## config.mk

```make
export PLATFORM = sky130hd
export DESIGN_NAME = lad_fifo
export DESIGN_NICKNAME = d
export VERILOG_FILES = /design/src/design/line_average_deinterlacer_macros.svh /design/src/design/lad_fifo.sv
export SDC_FILE = /design/constraint.sdc
export NUM_CORES = 1
export LEC_CHECK = 0
export ABC_AREA = 1
export BUFFER_PORTS_ARGS = -buffer_cell sky130_fd_sc_hd__buf_2
export CAP_MARGIN = 5
export CORE_ASPECT_RATIO = 0.75
export CORE_UTILIZATION = 51
export DETAILED_ROUTE_END_ITERATION = 16
export GPL_TIMING_DRIVEN = 0
export PLACE_DENSITY = 0.79
export SETUP_SLACK_MARGIN = 0.3
export SYNTH_ARGS = -nofsm -noshare
export SYNTH_HDL_FRONTEND = slang
export SYNTH_SLANG_ARGS = --single-unit
```

## constraint.sdc

```tcl
create_clock -name clk -period 4 [get_ports clk]
set_clock_uncertainty 0.15 [all_clocks]
set_input_delay 0.6 -clock clk [delete_from_list [all_inputs] [get_ports clk]]
set_output_delay 0.6 -clock clk [all_outputs]
set_load 0.05 [all_outputs]
```

## src/design/line_average_deinterlacer_macros.svh

```systemverilog
// ----------------------------------------------------------------------------
// line average deinterlacer assertion macros
// shared property shapes for the concurrent checks of the deinterlacer
// ----------------------------------------------------------------------------
`ifndef LINE_AVERAGE_DEINTERLACER_MACROS_SVH
`define LINE_AVERAGE_DEINTERLACER_MACROS_SVH

// condition implies property in the same cycle
`define LAD_ASSERT_SAME(label, clk_s, rst_s, cond, prop) \
    label: assert property (@(posedge clk_s) disable iff (!rst_s) (cond) |-> (prop)) \
        else $error("deinterlacer same-cycle check failed");

// condition implies property in the following cycle
`define LAD_ASSERT_NEXT(label, clk_s, rst_s, cond, prop) \
    label: assert property (@(posedge clk_s) disable iff (!rst_s) (cond) |=> (prop)) \
        else $error("deinterlacer next-cycle check failed");

`endif

```

## src/design/lad_fifo.sv

```systemverilog
// ----------------------------------------------------------------------------
// lad_fifo
// short register queue that decouples the front from the back
// ----------------------------------------------------------------------------
`timescale 1ns / 1ps

module lad_fifo #(
    parameter int WIDTH = 8,
    parameter int DEPTH = 4
) (
    input  logic                       clk,
    input  logic                       rst_n,
    input  logic                       push,
    input  logic [WIDTH-1:0]           din,
    input  logic                       pop,
    output logic [WIDTH-1:0]           dout,
    output logic                       empty,
    output logic [$clog2(DEPTH+1)-1:0] level
);

    localparam int PTR_W = (DEPTH > 1) ? $clog2(DEPTH) : 1;
    localparam int LVL_W = $clog2(DEPTH + 1);

    logic [WIDTH-1:0] slot_reg [DEPTH];
    logic [PTR_W-1:0] wr_ptr_reg;
    logic [PTR_W-1:0] wr_ptr_next;
    logic [PTR_W-1:0] rd_ptr_reg;
    logic [PTR_W-1:0] rd_ptr_next;
    logic [LVL_W-1:0] level_reg;
    logic [LVL_W-1:0] level_next;

    // pointer and level update
    always_comb
    begin
        wr_ptr_next = wr_ptr_reg;
        rd_ptr_next = rd_ptr_reg;
        level_next  = level_reg;
        if (push)
        begin
            wr_ptr_next = (wr_ptr_reg == PTR_W'(DEPTH - 1)) ? '0 : wr_ptr_reg + 1'b1;
        end
        if (pop)
        begin
            rd_ptr_next = (rd_ptr_reg == PTR_W'(DEPTH - 1)) ? '0 : rd_ptr_reg + 1'b1;
        end
        if (push && !pop)
        begin
            level_next = level_reg + 1'b1;
        end
        else if (pop && !push)
        begin
            level_next = level_reg - 1'b1;
        end
    end

    always_ff @(posedge clk or negedge rst_n)
    begin
        if (!rst_n)
        begin
            wr_ptr_reg <= '0;
            rd_ptr_reg <= '0;
            level_reg  <= '0;
        end
        else
        begin
            wr_ptr_reg <= wr_ptr_next;
            rd_ptr_reg <= rd_ptr_next;
            level_reg  <= level_next;
        end
    end

    // storage
    always_ff @(posedge clk)
    begin
        if (push)
        begin
            slot_reg[wr_ptr_reg] <= din;
        end
    end

    assign dout  = slot_reg[rd_ptr_reg];
    assign empty = (level_reg == '0);
    assign level = level_reg;

endmodule

```

==> results.sh <==
export IMPL_status="complete, no violations"
export IMPL_largest_reg_flops=32
export IMPL_rsz0062_at_grt="no"
export IMPL_drive_gt1_share_pct=20.57
export IMPL_fin_crit_sh_pct=55.86
export IMPL_wl_per_cell_um=13.45
export IMPL_avgSynthCellArea_um2=11.87
export IMPL_io_pin_count=24
export IMPL_first_pass_iters=7
export IMPL_regArea_um2=1136
export IMPL_die_area_um2=3566
export IMPL_synth_area_mux_share_pct=0
export IMPL_worstPathCellList="buf_4 -> inv_2 -> o211ai_1 -> nand2_1 -> buf_2"
export IMPL_p_leak_nw=0.9153
export IMPL_clock_latency_ps=280
export IMPL_cts_sinks=39
export IMPL_track_usage_pct=18.87
export IMPL_p_comb_share_pct=42.5
export IMPL_dp_hpwl_um=1995
export IMPL_synthAdderAreaFrac_pct=5.601
export IMPL_dpl_worst_slack_ps=2018
export IMPL_multiInputGateArea_um2=411.6
export IMPL_synth_xor_area_share_pct=0.5158
export IMPL_place_gp_congestion=0.7077
export IMPL_drv_slew=0
export IMPL_ys_ff_latch=39
export IMPL_synth_compound_area_share_pct=8.548
export IMPL_setup_ws_ps=1766
export IMPL_drt_total_wl_um=2865
export IMPL_viasPerCell=5.009
export IMPL_syn_inst=143
export IMPL_hold_viol=0
export IMPL_grt_pass1_vias=967
export IMPL_rrSetupSlack_ps=2490
export IMPL_portBuffers=23
export IMPL_p_per_area_nw_per_um2=836.0
export IMPL_hp_class="primary input to flop"
export IMPL_max_freq_mhz=447.6
export IMPL_cap_violations=0
export IMPL_fin_area_um2=2003
export IMPL_worstPathMaxFanout=9
export IMPL_cp_slowest_cell="dfrtp_1"
export IMPL_cts_buffers=5
export IMPL_final_antenna_net_count=0
export IMPL_synth_top_family_by_area="simple AND/OR/NAND/NOR gates"
export IMPL_fin_crit_ps=2234
export IMPL_critPathMaxStageDelay_ps=390
export IMPL_yosys_area_share_simple_pct=9.580
export IMPL_num_rows=17
export IMPL_grt_max_degree=13
export IMPL_clkPwrFrac_pct=22.4
export IMPL_clk_pin_slew_ps=70
export IMPL_cts_tree="done"
export IMPL_synth_seq_area_share_pct=66.91
export IMPL_die_h_um=51.97
export IMPL_grt_overflow_total=0
export IMPL_die_x_um=68.63
export IMPL_power_internal_mw=0.9754
export IMPL_critical_path_class="flop to output pin"
export IMPL_worst_pin_slew_ps=389.9
export IMPL_slew_headroom_pct=73.98
export IMPL_total_power_mw=1.675
export IMPL_start_kind="flop"
export IMPL_area_growth_pct=17.98
export IMPL_syn_nets=162
export IMPL_diodes=0
export IMPL_antenna_found_initial=0
export IMPL_drc=0
export IMPL_finalSetupViolCount=0
export IMPL_dr_first_iter_drc_count=59
export IMPL_core_area_um2=3063
export IMPL_cts_htree_levels=2
export IMPL_nNetsFinal=193
export IMPL_layout_commonest_cell="nand2_1"
export IMPL_netlist_area_um2=1698
export IMPL_netSwitchingFraction_pct=41.75
export IMPL_root_buffer="clkbuf_8"
export IMPL_synth_warnings=0
export IMPL_critPathCaptureType="output pin"
export IMPL_most_common_layout_cells="nand2_1 (38), edfxtp_1 (32), inv_1 (27), buf_2 (23), o211ai_1 (16)"
export IMPL_seqPwrFrac_pct=35.1
export IMPL_place_inst=204
export IMPL_synthDistinctLibCells=17
export IMPL_fillers=239
export IMPL_clockBufferDepth=2
export IMPL_crit_arrival_ps=1480
export IMPL_postPlaceCellArea_um2=1861
export IMPL_grt_first_pass_wirelength_um=4429
export IMPL_initial_core_util_pct=55.43
export IMPL_switchingPower_mw=0.6992
export IMPL_instances_no_fill=213
export IMPL_num_vias=1067
export IMPL_tns_ps=0
export IMPL_worstPathRequired_ps=3250
export IMPL_irDropWorstVdd_mv=0.5104
[logic make-up (layout without fill, tap and decap cells)]
kind of cell	count (synthesis)	in the layout
fa+ha+maj	7	7
flops	39	39
simple gates	42	42
compound gates	21	21
buf+inv	33	65
xor+xnor	1	1
[power groups by stage]
stage               clock network [mW]  registers (mW)  logic [mW]
CTS                              0.379           0.587       0.714
global placement                     0           0.590       0.687
global route                     0.397           0.598       0.773
detailed placement                   0           0.596       0.711
floorplan                            0           0.641       0.494
finish                           0.376           0.587       0.712
[synth_stat cells (all sizes together)]
master	number	area [um2]
nand2	38	142.6
edfxtp	32	960.9
inv	29	108.9
o211ai	16	120.1
dfrtp	7	175.2
ha	6	75.07
buf	4	41.29
o21ai	4	20.02
a21oi	1	5.000
fa	1	20.02
nand3	1	5.000
nand4	1	6.260
nor2	1	3.750
nor3	1	5.000
xnor2	1	8.760
[path summary, 6_finish.rpt]
path / startpoint / end / cells past startpoint
worst min register to register: level[2] / level[2] / 2
worst max-delay path: rd_ptr_reg[1] / dout[6] / 5
min in group asynchronous: rst_n / rd_ptr_reg[0] / 2
max in group asynchronous: rst_n / level[1] / 2
worst max register to register: wr_ptr_reg[0] / slot_reg[2][2] / 4
worst min-delay path: din[3] / slot_reg[3][3] / 1
[what timing repair did]
item	CTS	global route
hold buffers	1	0
resized for setup	0	0
hold endpoints to repair	7	0
buffers inserted	0	0
[per-stage QoR]
step	hold WS (ps)	util, %
after floorplan	154.4	-
after global placement	289.6	60.74
after detailed placement	294.0	60.74
after CTS	368.3	65.40
after global routing	359.3	65.40
final	371.9	65.40
[critical path: cells and delay by family, from the launching register on]
kind | cells | cell delay [ps]
DFF | 1 | 390
and+or+nand+nor | 1 | 80
buffers and inverters | 3 | 610
AOI/OAI and AO/OA | 1 | 110
[cell type report]
type	instances	area share, %
buffer	4	2.061
tap	38	2.374
clock inverter	2	2.998
timing repair buffer	24	6.246
inverter	29	5.434
sequential	39	56.71
multi-input combinational	71	20.55
clock buffer	6	3.623
[per-layer routing]
| metal | global-route usage [%] | part of all wire (%) | up-vias |
|---|---|---|---|
| li1 | - | - | 535 |
| met1 | 23.10 | 44 | 502 |
| met2 | 30.23 | 50 | 25 |
| met3 | 5.921 | 4.3 | 5 |
| met4 | 9.028 | 1.6 | 0 |
| met5 | 0 | 0 | - |
Note: power is estimated with default switching activity, not from simulation.
