==> config.mk <==
export PLATFORM = sky130hd
export DESIGN_NAME = lad_back
export DESIGN_NICKNAME = d
export VERILOG_FILES = /design/src/design/line_average_deinterlacer_macros.svh /design/src/design/lad_pkg.sv /design/src/design/lad_back.sv
export SDC_FILE = /design/constraint.sdc
export NUM_CORES = 1
export LEC_CHECK = 0
export BUFFER_PORTS_ARGS = -buffer_cell sky130_fd_sc_hd__buf_2
export CORE_UTILIZATION = 45
export CTS_CLUSTER_DIAMETER = 200
export DETAILED_ROUTE_END_ITERATION = 10
export PLACE_DENSITY = 0.83
export REMOVE_ABC_BUFFERS = 1
export SLEW_MARGIN = 0
export SYNTH_ARGS = -nofsm -noshare
export SYNTH_HDL_FRONTEND = slang
export SYNTH_SLANG_ARGS = --single-unit
==> constraint.sdc <==
create_clock -name clk -period 7.5 [get_ports clk]
set_input_delay 1.5 -clock clk [delete_from_list [all_inputs] [get_ports clk]]
set_output_delay 1.5 -clock clk [all_outputs]
set_load 0.02 [all_outputs]
==> src/design/line_average_deinterlacer_macros.svh <==
// ----------------------------------------------------------------------------
// line average deinterlacer assertion macros
// shared property shapes for the concurrent checks of the deinterlacer
// ----------------------------------------------------------------------------
`ifndef LINE_AVERAGE_DEINTERLACER_MACROS_SVH
`define LINE_AVERAGE_DEINTERLACER_MACROS_SVH

// condition implies property in the same cycle
`define LAD_ASSERT_SAME(label, clk_s, rst_s, cond, prop) \
    label: assert property (@(posedge clk_s) disable iff (!rst_s) (cond) |-> (prop)) \
        else $error("deinterlacer same-cycle check failed");

// condition implies property in the following cycle
`define LAD_ASSERT_NEXT(label, clk_s, rst_s, cond, prop) \
    label: assert property (@(posedge clk_s) disable iff (!rst_s) (cond) |=> (prop)) \
        else $error("deinterlacer next-cycle check failed");

`endif

==> src/design/lad_pkg.sv <==
// ----------------------------------------------------------------------------
// lad_pkg
// types and constants shared by the line average deinterlacer modules
// ----------------------------------------------------------------------------
`timescale 1ns / 1ps

package lad_pkg;

    // parameter defaults
    localparam int DEF_MAX_WIDTH  = 2048;
    localparam int DEF_MAX_HEIGHT = 4096;
    localparam int DEF_PIXEL_BITS = 8;

    // queue between front and back
    localparam int QUEUE_DEPTH      = 4;
    localparam int QUEUE_LEVEL_BITS = $clog2(QUEUE_DEPTH + 1);

    // fixed field widths
    localparam int LINE_WIDTH_BITS   = 12;
    localparam int FRAME_HEIGHT_BITS = 13;
    localparam int ROW_OUT_BITS      = 12;
    localparam int COL_OUT_BITS      = 11;
    localparam int VALUE_OUT_BITS    = 8;
    localparam int CFG_DATA_BITS     = 13;
    localparam int CFG_INDEX_BITS    = 2;

    // register reset values
    localparam logic [LINE_WIDTH_BITS-1:0]   LINE_WIDTH_RESET   = 12'd720;
    localparam logic [FRAME_HEIGHT_BITS-1:0] FRAME_HEIGHT_RESET = 13'd480;

    typedef enum logic [1:0] {
        MODE_LINE_AVG     = 2'd0,
        MODE_PASS         = 2'd1,
        MODE_TOP_FIELD    = 2'd2,
        MODE_BOTTOM_FIELD = 2'd3
    } mode_t;

    typedef enum logic [CFG_INDEX_BITS-1:0] {
        REG_LINE_WIDTH   = 2'd0,
        REG_FRAME_HEIGHT = 2'd1,
        REG_MODE         = 2'd2
    } reg_index_t;

    // what a queued request turns into at the back
    typedef enum logic [1:0] {
        KIND_PIXEL  = 2'd0,
        KIND_STORED = 2'd1,
        KIND_PAIR   = 2'd2
    } kind_t;

    typedef struct packed {
        logic [LINE_WIDTH_BITS-1:0]   line_width;
        logic [FRAME_HEIGHT_BITS-1:0] frame_height;
        mode_t                        mode;
    } cfg_t;

endpackage

==> src/design/lad_back.sv <==
// ----------------------------------------------------------------------------
// lad_back
// turns queued requests into result pixels, one per cycle while requests wait
// and the output slot is free, and holds the output register
// ----------------------------------------------------------------------------
`timescale 1ns / 1ps

module lad_back #(
    parameter int MAX_WIDTH  = lad_pkg::DEF_MAX_WIDTH,
    parameter int MAX_HEIGHT = lad_pkg::DEF_MAX_HEIGHT,
    parameter int PIXEL_BITS = lad_pkg::DEF_PIXEL_BITS
) (
    input  logic                                clk,
    input  logic                                rst_n,
    input  logic                                q_empty,
    input  lad_pkg::kind_t                      q_kind,
    input  logic [$clog2(MAX_HEIGHT)-1:0]       q_row,
    input  logic [$clog2(MAX_WIDTH)-1:0]        q_col,
    input  logic [PIXEL_BITS-1:0]               q_pixel,
    input  logic [PIXEL_BITS-1:0]               q_stored,
    output logic                                q_pop,
    output logic                                empty,
    input  logic                                pop,
    output logic [lad_pkg::ROW_OUT_BITS-1:0]    out_row,
    output logic [lad_pkg::COL_OUT_BITS-1:0]    out_col,
    output logic [lad_pkg::VALUE_OUT_BITS-1:0]  out_value,
    output logic                                last_of_run
);

    import lad_pkg::*;

    localparam int COL_W = $clog2(MAX_WIDTH);
    localparam int ROW_W = $clog2(MAX_HEIGHT);

    logic                  out_valid_reg;
    logic                  out_valid_next;
    logic                  half_reg;
    logic                  half_next;
    logic [ROW_W-1:0]      row_reg;
    logic [COL_W-1:0]      col_reg;
    logic [PIXEL_BITS-1:0] value_reg;
    logic                  last_reg;

    logic                  slot_free;
    logic                  take;
    logic                  first_of_pair;
    logic [PIXEL_BITS:0]   avg_sum;
    logic [PIXEL_BITS-1:0] avg;
    logic [ROW_W-1:0]      row_sel;
    logic [PIXEL_BITS-1:0] value_sel;

    // slot handshake; a pair keeps its request at the queue head until done
    always_comb
    begin
        slot_free      = !out_valid_reg || pop;
        take           = slot_free && !q_empty;
        first_of_pair  = (q_kind == KIND_PAIR) && !half_reg;
        q_pop          = take && !first_of_pair;
        out_valid_next = take ? 1'b1 : (slot_free ? 1'b0 : out_valid_reg);
        half_next      = take ? first_of_pair : half_reg;
    end

    // floor average of the line above and the current pixel
    always_comb
    begin
        avg_sum = {1'b0, q_stored} + {1'b0, q_pixel};
        avg     = avg_sum[PIXEL_BITS:1];
    end

    // result selection
    always_comb
    begin
        row_sel = first_of_pair ? q_row - 1'b1 : q_row;
        case (q_kind)
            KIND_STORED:
            begin
                value_sel = q_stored;
            end
            KIND_PAIR:
            begin
                value_sel = half_reg ? q_pixel : avg;
            end
            default:
            begin
                value_sel = q_pixel;
            end
        endcase
    end

    always_ff @(posedge clk or negedge rst_n)
    begin
        if (!rst_n)
        begin
            out_valid_reg <= 1'b0;
            half_reg      <= 1'b0;
        end
        else
        begin
            out_valid_reg <= out_valid_next;
            half_reg      <= half_next;
        end
    end

    // output register payload
    always_ff @(posedge clk)
    begin
        if (take)
        begin
            row_reg   <= row_sel;
            col_reg   <= q_col;
            value_reg <= value_sel;
            last_reg  <= !first_of_pair;
        end
    end

    assign empty       = !out_valid_reg;
    assign out_row     = ROW_OUT_BITS'(row_reg);
    assign out_col     = COL_OUT_BITS'(col_reg);
    assign out_value   = VALUE_OUT_BITS'(value_reg);
    assign last_of_run = last_reg;

endmodule

==> results of run 1 <==
## layer usage
metal  vias up  share of wire  global-route usage
met4         0          0.016               0.106
met2        72           0.46               0.295
li1        753              -                   -
met5         -              0                   0
met1       685           0.43               0.225
met3         6          0.096              0.0651
## worst max-delay path: cells and delay by family
| kind | cells | cell delay [ps] |
|---|---|---|
| adder cells (fa/ha/maj) | 1 | 260 |
| AND/OR/NAND/NOR | 2 | 390 |
| buffers and inverters | 4 | 410 |
## report_power, final
part	internal, mW	switching (mW)
sequential	0.224	0.00485
combinational	0.0410	0.0609
clock	0.0634	0.0615
total	0.328	0.127
## through the flow
stage          utilization  worst slack (ps)
2_1_floorplan            -              2390
3_3_place_gp         0.584              3450
3_5_place_dp         0.584              3430
4_1_cts              0.605              3430
5_1_grt              0.605              3310
6_report             0.605              3430
## cell type report
class,instances,area (um^2)
Inverter,10,37.5
Clock inverter,3,16.3
Tap cell,50,62.6
Clock buffer,5,68.8
Sequential cell,34,1010
Fill cell,349,1590
Timing Repair Buffer,79,398
Multi-Input combinational cell,108,845
## final timing paths
check                      depth (start not counted)       endpoint           from  slack [ps]
setup / recovery                                   7          q_pop      q_kind[0]        3430
hold / removal                                     2  out_valid_reg  out_valid_reg         630
setup reg to reg                                   5    out_row[11]       half_reg        5800
hold reg to reg                                    2  out_valid_reg  out_valid_reg         630
max in group asynchronous                          1  out_valid_reg          rst_n        6400
min in group asynchronous                          1       half_reg          rst_n        1000
## cells in the mapped netlist, drive strengths merged, types with 2 or more instances
| cell type | instances |
|---|---|
| a211oi | 4 |
| a21o | 3 |
| a21oi | 6 |
| a221o | 2 |
| a221oi | 2 |
| a22oi | 4 |
| and2 | 2 |
| buf | 3 |
| dfrtp | 2 |
| edfxtp | 32 |
| ha | 10 |
| inv | 10 |
| mux2i | 2 |
| nand2 | 14 |
| nand2b | 3 |
| nand3b | 2 |
| nand4 | 2 |
| nor2 | 4 |
| nor2b | 2 |
| nor3 | 6 |
| nor4 | 2 |
| o2111a | 2 |
| o21ai | 9 |
| or3b | 2 |
| xnor2 | 10 |
| xor2 | 3 |
## cell families after synthesis
| logic type | Yosys count | synth area share |
|---|---|---|
| xor gates and xnor gates | 13 | 0.0600 |
| adders and majority gates | 11 | 0.0765 |
| muxes | 3 | 0.0165 |
| DFF | 34 | 0.533 |
| AOI/OAI and AO/OA | 37 | 0.135 |
| and+or+nand+nor | 44 | 0.151 |
| buffers and inverters | 13 | 0.0277 |
==> reports/qor.csv, run 1 <==
metric;value;unit
status;finished, final reports clean;
Worst path slowest cell;ha_1;
Pwr Density;187;nW/um^2
crit end category;output pin;
Seq cells post-synth;34;
placed cells;281;
core area;4030;um^2
vias in the first global route;1445;
measured slew at the worst slew-check pin;423;ps
period utilization;0.543;
Port Buffers;78;
Area Growth Syn to Fin;28.6;%
dpl cell area;2350;um^2
Mean Syn Cell Area;12.2;um^2
first-pass GRT wire length;6190;um
Post-route DRC;0;
CP Launch Type;input pin;
synth warn;0;
post-synthesis sequential area ratio;0.533;
Mapped Cells;155;
cts hold-fix bufs;0;
Critical Path AT;2570;ps
commonest non-fill, non-tap cells in the layout;78 x buf_2, 32 x edfxtp_1, 14 x nand2_1, 10 x xnor2_1, 10 x ha_1;
maximum clock path buffer count;2;
crit-path max FO;7;
unrepaired setup endpoints after global routing;no;
FFs w/ async S/R, synth;0.0588;
Die Width;66.9;um
Final min period;4070;ps
commonest non-fill, non-tap cell in the layout;buf_2;
initial antenna violation count;0;
Clock Skew;3.92;ps
post-cts gate resize count;0;
cell taking the most area after synthesis;edfxtp_1;
Vias/cell;5.25;
Worst Hold Slack;626;ps
Synth top area share;0.507;
# H-tree levels;2;
gr usage total;0.189;
nets;294;
Yosys cell types;43;
num rows;23;
Final ANT Viol Nets;0;
Min-Delay Path Class;register to register;
share of cells above drive strength 1;0.402;
routed len/inst;13.8;um
highest clock rate;246;MHz
final wirelength;4000;um
Post-synth EDFFs;32;
gr ovfl total;0;
Inserted Diodes;0;
Worst-path clk slew;70;ps
clock latency on the worst-skew pair;280;ps
clock tree root driver cell;clkbuf_8;
fin. max-slew vios;0;
Non-Filler Instances;289;
kind of critical path;input pin to output pin;
routability cong.;0.895;
DR iter-0 viols;100;
CTS tree;built;
cell area after synthesis;1900;um^2
die area;4480;um^2
fin area;2440;um^2
via count;1516;
peak supply drop;0.0796;mV
Synth Flop Type;edfxtp_1;
Slew headroom;0.716;
post-CTS setup buffers;0;
pin count of the biggest net entering global routing;35;
Post-DP HPWL;3160;um
CTS Sinks;34;
CP Data Required Time;6000;ps
Inserted Clock Buffers;5;
Pleak;1.04;nW
critical path's largest stage delay;260;ps
max cap viols;0;
largest cells by area after synthesis;edfxtp_1 51%, ha_1 6.6%, xnor2_1 4.6%;
crit-path cells;buf_2 -> inv_1 -> ha_1 -> nor2b_4 -> inv_2 -> and2_1 -> buf_2;
detailed-router iteration count before antenna repair;4;
Crit path top cell by count;buf_2;
top-level I/O count;79;
Final Hold Vio Count;0;
Initial Utilization;0.471;
Final Power;0.456;mW
Die Span Y;66.9;um
max reg flops;12;
Setup TNS Final;0;ps
endpoints failing setup;0;
Power figures use the tool's default switching activity.
==> run 2, diff against run 1 <==
ABC_AREA = 1   (was not set)
clock period = 4.21 ns   (was 7.5 ns; I/O delays follow)
==> reports/qor.csv, run 2 <==
metric;value;unit;change
fill count;348;;-0.29%
Critical Path AT;1910;ps;-660 ps
Vias/cell;4.96;;-5.4%
Port Buffers;78;;unchanged
synth warn;0;;unchanged
Final Hold Vio Count;0;;unchanged
Final min period;2750;ps;
vias in the first global route;1494;;+3.4%
kind of critical path;input pin to output pin;;
Pwr Density;355;nW/um^2;+90%
Yosys cell types;29;;-33%
Post-DP HPWL;3320;um;+4.8%
final wirelength;4210;um;+5.2%
Clock Skew;3.51;ps;-0.408 ps
detailed-router iteration count before antenna repair;6;;+2
commonest non-fill, non-tap cell in the layout;buf_2;;
Post-route DRC;0;;unchanged
FFs w/ async S/R, synth;0.0588;;unchanged
commonest non-fill, non-tap cells in the layout;78 x buf_2, 41 x nand2_1, 32 x edfxtp_1, 27 x inv_1, 17 x nor2_1;;
fin. max-slew vios;0;;unchanged
Worst path slowest cell;buf_4;;
placed cells;321;;+14%
routability cong.;0.899;;+0.47%
post-synthesis sequential area ratio;0.533;;unchanged
Inserted Clock Buffers;5;;unchanged
Initial Utilization;0.471;;unchanged
cell area after synthesis;1900;um^2;unchanged
top-level I/O count;79;;unchanged
pin count of the biggest net entering global routing;34;;-2.9%
Reg2Reg Setup Slack;2620;ps;-3180 ps
crit end category;output pin;;
crit-path cells;buf_2 -> inv_1 -> a21oi_4 -> buf_4 -> inv_1 -> nor2_1 -> buf_2;;
unrepaired setup endpoints after global routing;no;;
critical path's largest stage delay;380;ps;+120 ps
CP Launch Type;input pin;;
Post-synth EDFFs;32;;unchanged
Reg2Reg Launch Point;half_reg;;
Synth top area share;0.507;;unchanged
share of cells above drive strength 1;0.337;;-0.0648
via count;1632;;+7.7%
Non-Filler Instances;329;;+14%
die area;4480;um^2;unchanged
gr ovfl total;0;;unchanged
endpoints failing setup;0;;unchanged
Register-to-Register Path Depth;5;;unchanged
Crit path buffers/inverters;5;;+1
period utilization;0.654;;
status;finished, final reports clean;;
fin area;2470;um^2;+1.2%
largest cells by area after synthesis;edfxtp_1 51%, nand2_1 8.1%, ha_1 6.6%;;
Min-Delay Path Class;input pin to asynchronous set/reset pin;;
maximum clock path buffer count;2;;unchanged
Mean Syn Cell Area;9.78;um^2;-20%
Mapped Cells;194;;+25%
# H-tree levels;2;;unchanged
cts hold-fix bufs;0;;unchanged
synth cell count leaders;41 x nand2_1, 32 x edfxtp_1, 27 x inv_1;;
DR iter-0 viols;91;;-9.0%
Seq cells post-synth;34;;unchanged
Area Growth Syn to Fin;30.1;%;
Synth Flop Type;edfxtp_1;;
Die Width;66.9;um;unchanged
Die Span Y;66.9;um;unchanged
crit-path leading delay family;buffers and inverters;;
core area;4030;um^2;unchanged
highest clock rate;363;MHz;
Slew headroom;0.728;;+0.0117
CTS tree;built;;
max cap viols;0;;unchanged
clock tree root driver cell;clkbuf_8;;
dpl cell area;2360;um^2;+0.32%
Setup TNS Final;0;ps;unchanged
Inserted Diodes;0;;unchanged
post-CTS setup buffers;0;;unchanged
CP Data Required Time;3370;ps;-2630 ps
peak supply drop;0.148;mV;+87%
crit-path max FO;33;;+26
Worst Hold Slack;336;ps;-291 ps
CTS Sinks;34;;unchanged
initial antenna violation count;0;;unchanged
Final ANT Viol Nets;0;;unchanged
nets;334;;+14%
num rows;23;;unchanged
R2R Path End;out_row[8];;
Worst-path clk slew;60;ps;about the same
gr usage total;0.194;;+0.00435
CP Depth;7;;unchanged
measured slew at the worst slew-check pin;408;ps;-15.0 ps
routed len/inst;12.8;um;-7.5%
first-pass GRT wire length;6360;um;+2.8%
clock latency on the worst-skew pair;280;ps;about the same
Final Power;0.875;mW;+92%
Pleak;1.19;nW;+15%
most frequent cell after synthesis;nand2_1;;
post-cts gate resize count;0;;unchanged
cell taking the most area after synthesis;edfxtp_1;;
max reg flops;12;;unchanged
## run 2: cell count changes in the layout (fill, tap and decap cells not counted), moves of 4 or more
cell	before	now
a211oi_1	4	0
a21oi_1	5	14
a22oi_1	4	0
inv_1	9	27
nand2_1	14	41
nand3_1	0	8
nor2_1	4	17
nor3_1	6	1
xnor2_1	10	3
xor2_1	3	8
## run 2: metrics by stage
step / setup WS [ps] / util
after floorplan: 336 / -
after detailed placement: 1450 / 0.586
after CTS: 1440 / 0.612
final: 1460 / 0.612
after global placement: 1510 / 0.586
after global routing: 1380 / 0.612
## run 2: how the worst max path moves through the flow
stage | slack [ps] | to | from
floorplan | 340 | q_pop | pop
global placement | 1510 | q_pop | pop
detailed placement | 1450 | q_pop | pop
CTS | 1440 | q_pop | pop
global route | 1380 | q_pop | pop
finish | 1460 | q_pop | pop
## run 2: logic make-up (layout without fill, tap and decap cells)
| family | Yosys count | count (layout) | synth area share |
|---|---|---|---|
| buffers and inverters | 33 | 118 | 0.0653 |
| adder cells (fa/ha/maj) | 11 | 11 | 0.0765 |
| XOR/XNOR | 11 | 11 | 0.0508 |
| flip-flops | 34 | 34 | 0.533 |
| AND/OR/NAND/NOR | 77 | 77 | 0.193 |
| AO/OA/AOI/OAI | 28 | 28 | 0.0818 |
## run 2: layout make-up
class | instances | area [um^2] | share of cell area
sequential | 34 | 1010 | 0.410
multi-input combinational | 127 | 773 | 0.313
clock buffer | 7 | 76.3 | 0.0309
timing repair buffer | 79 | 398 | 0.161
inverter | 31 | 116 | 0.0472
clock inverter | 1 | 30.0 | 0.0122
tap | 50 | 62.6 | 0.0254
## run 2: where the power goes
| group | switching [mW] | internal [mW] |
|---|---|---|
| clock network | 0.109 | 0.177 |
| registers | 0.00916 | 0.399 |
| logic | 0.116 | 0.0665 |
## run 2: metal layers
metal,GRT usage,part of all wire,vias to the layer above
met4,0.109,0.019,0
met1,0.213,0.39,735
li1,-,-,813
met5,0,0,-
met3,0.0377,0.073,8
met2,0.343,0.51,76
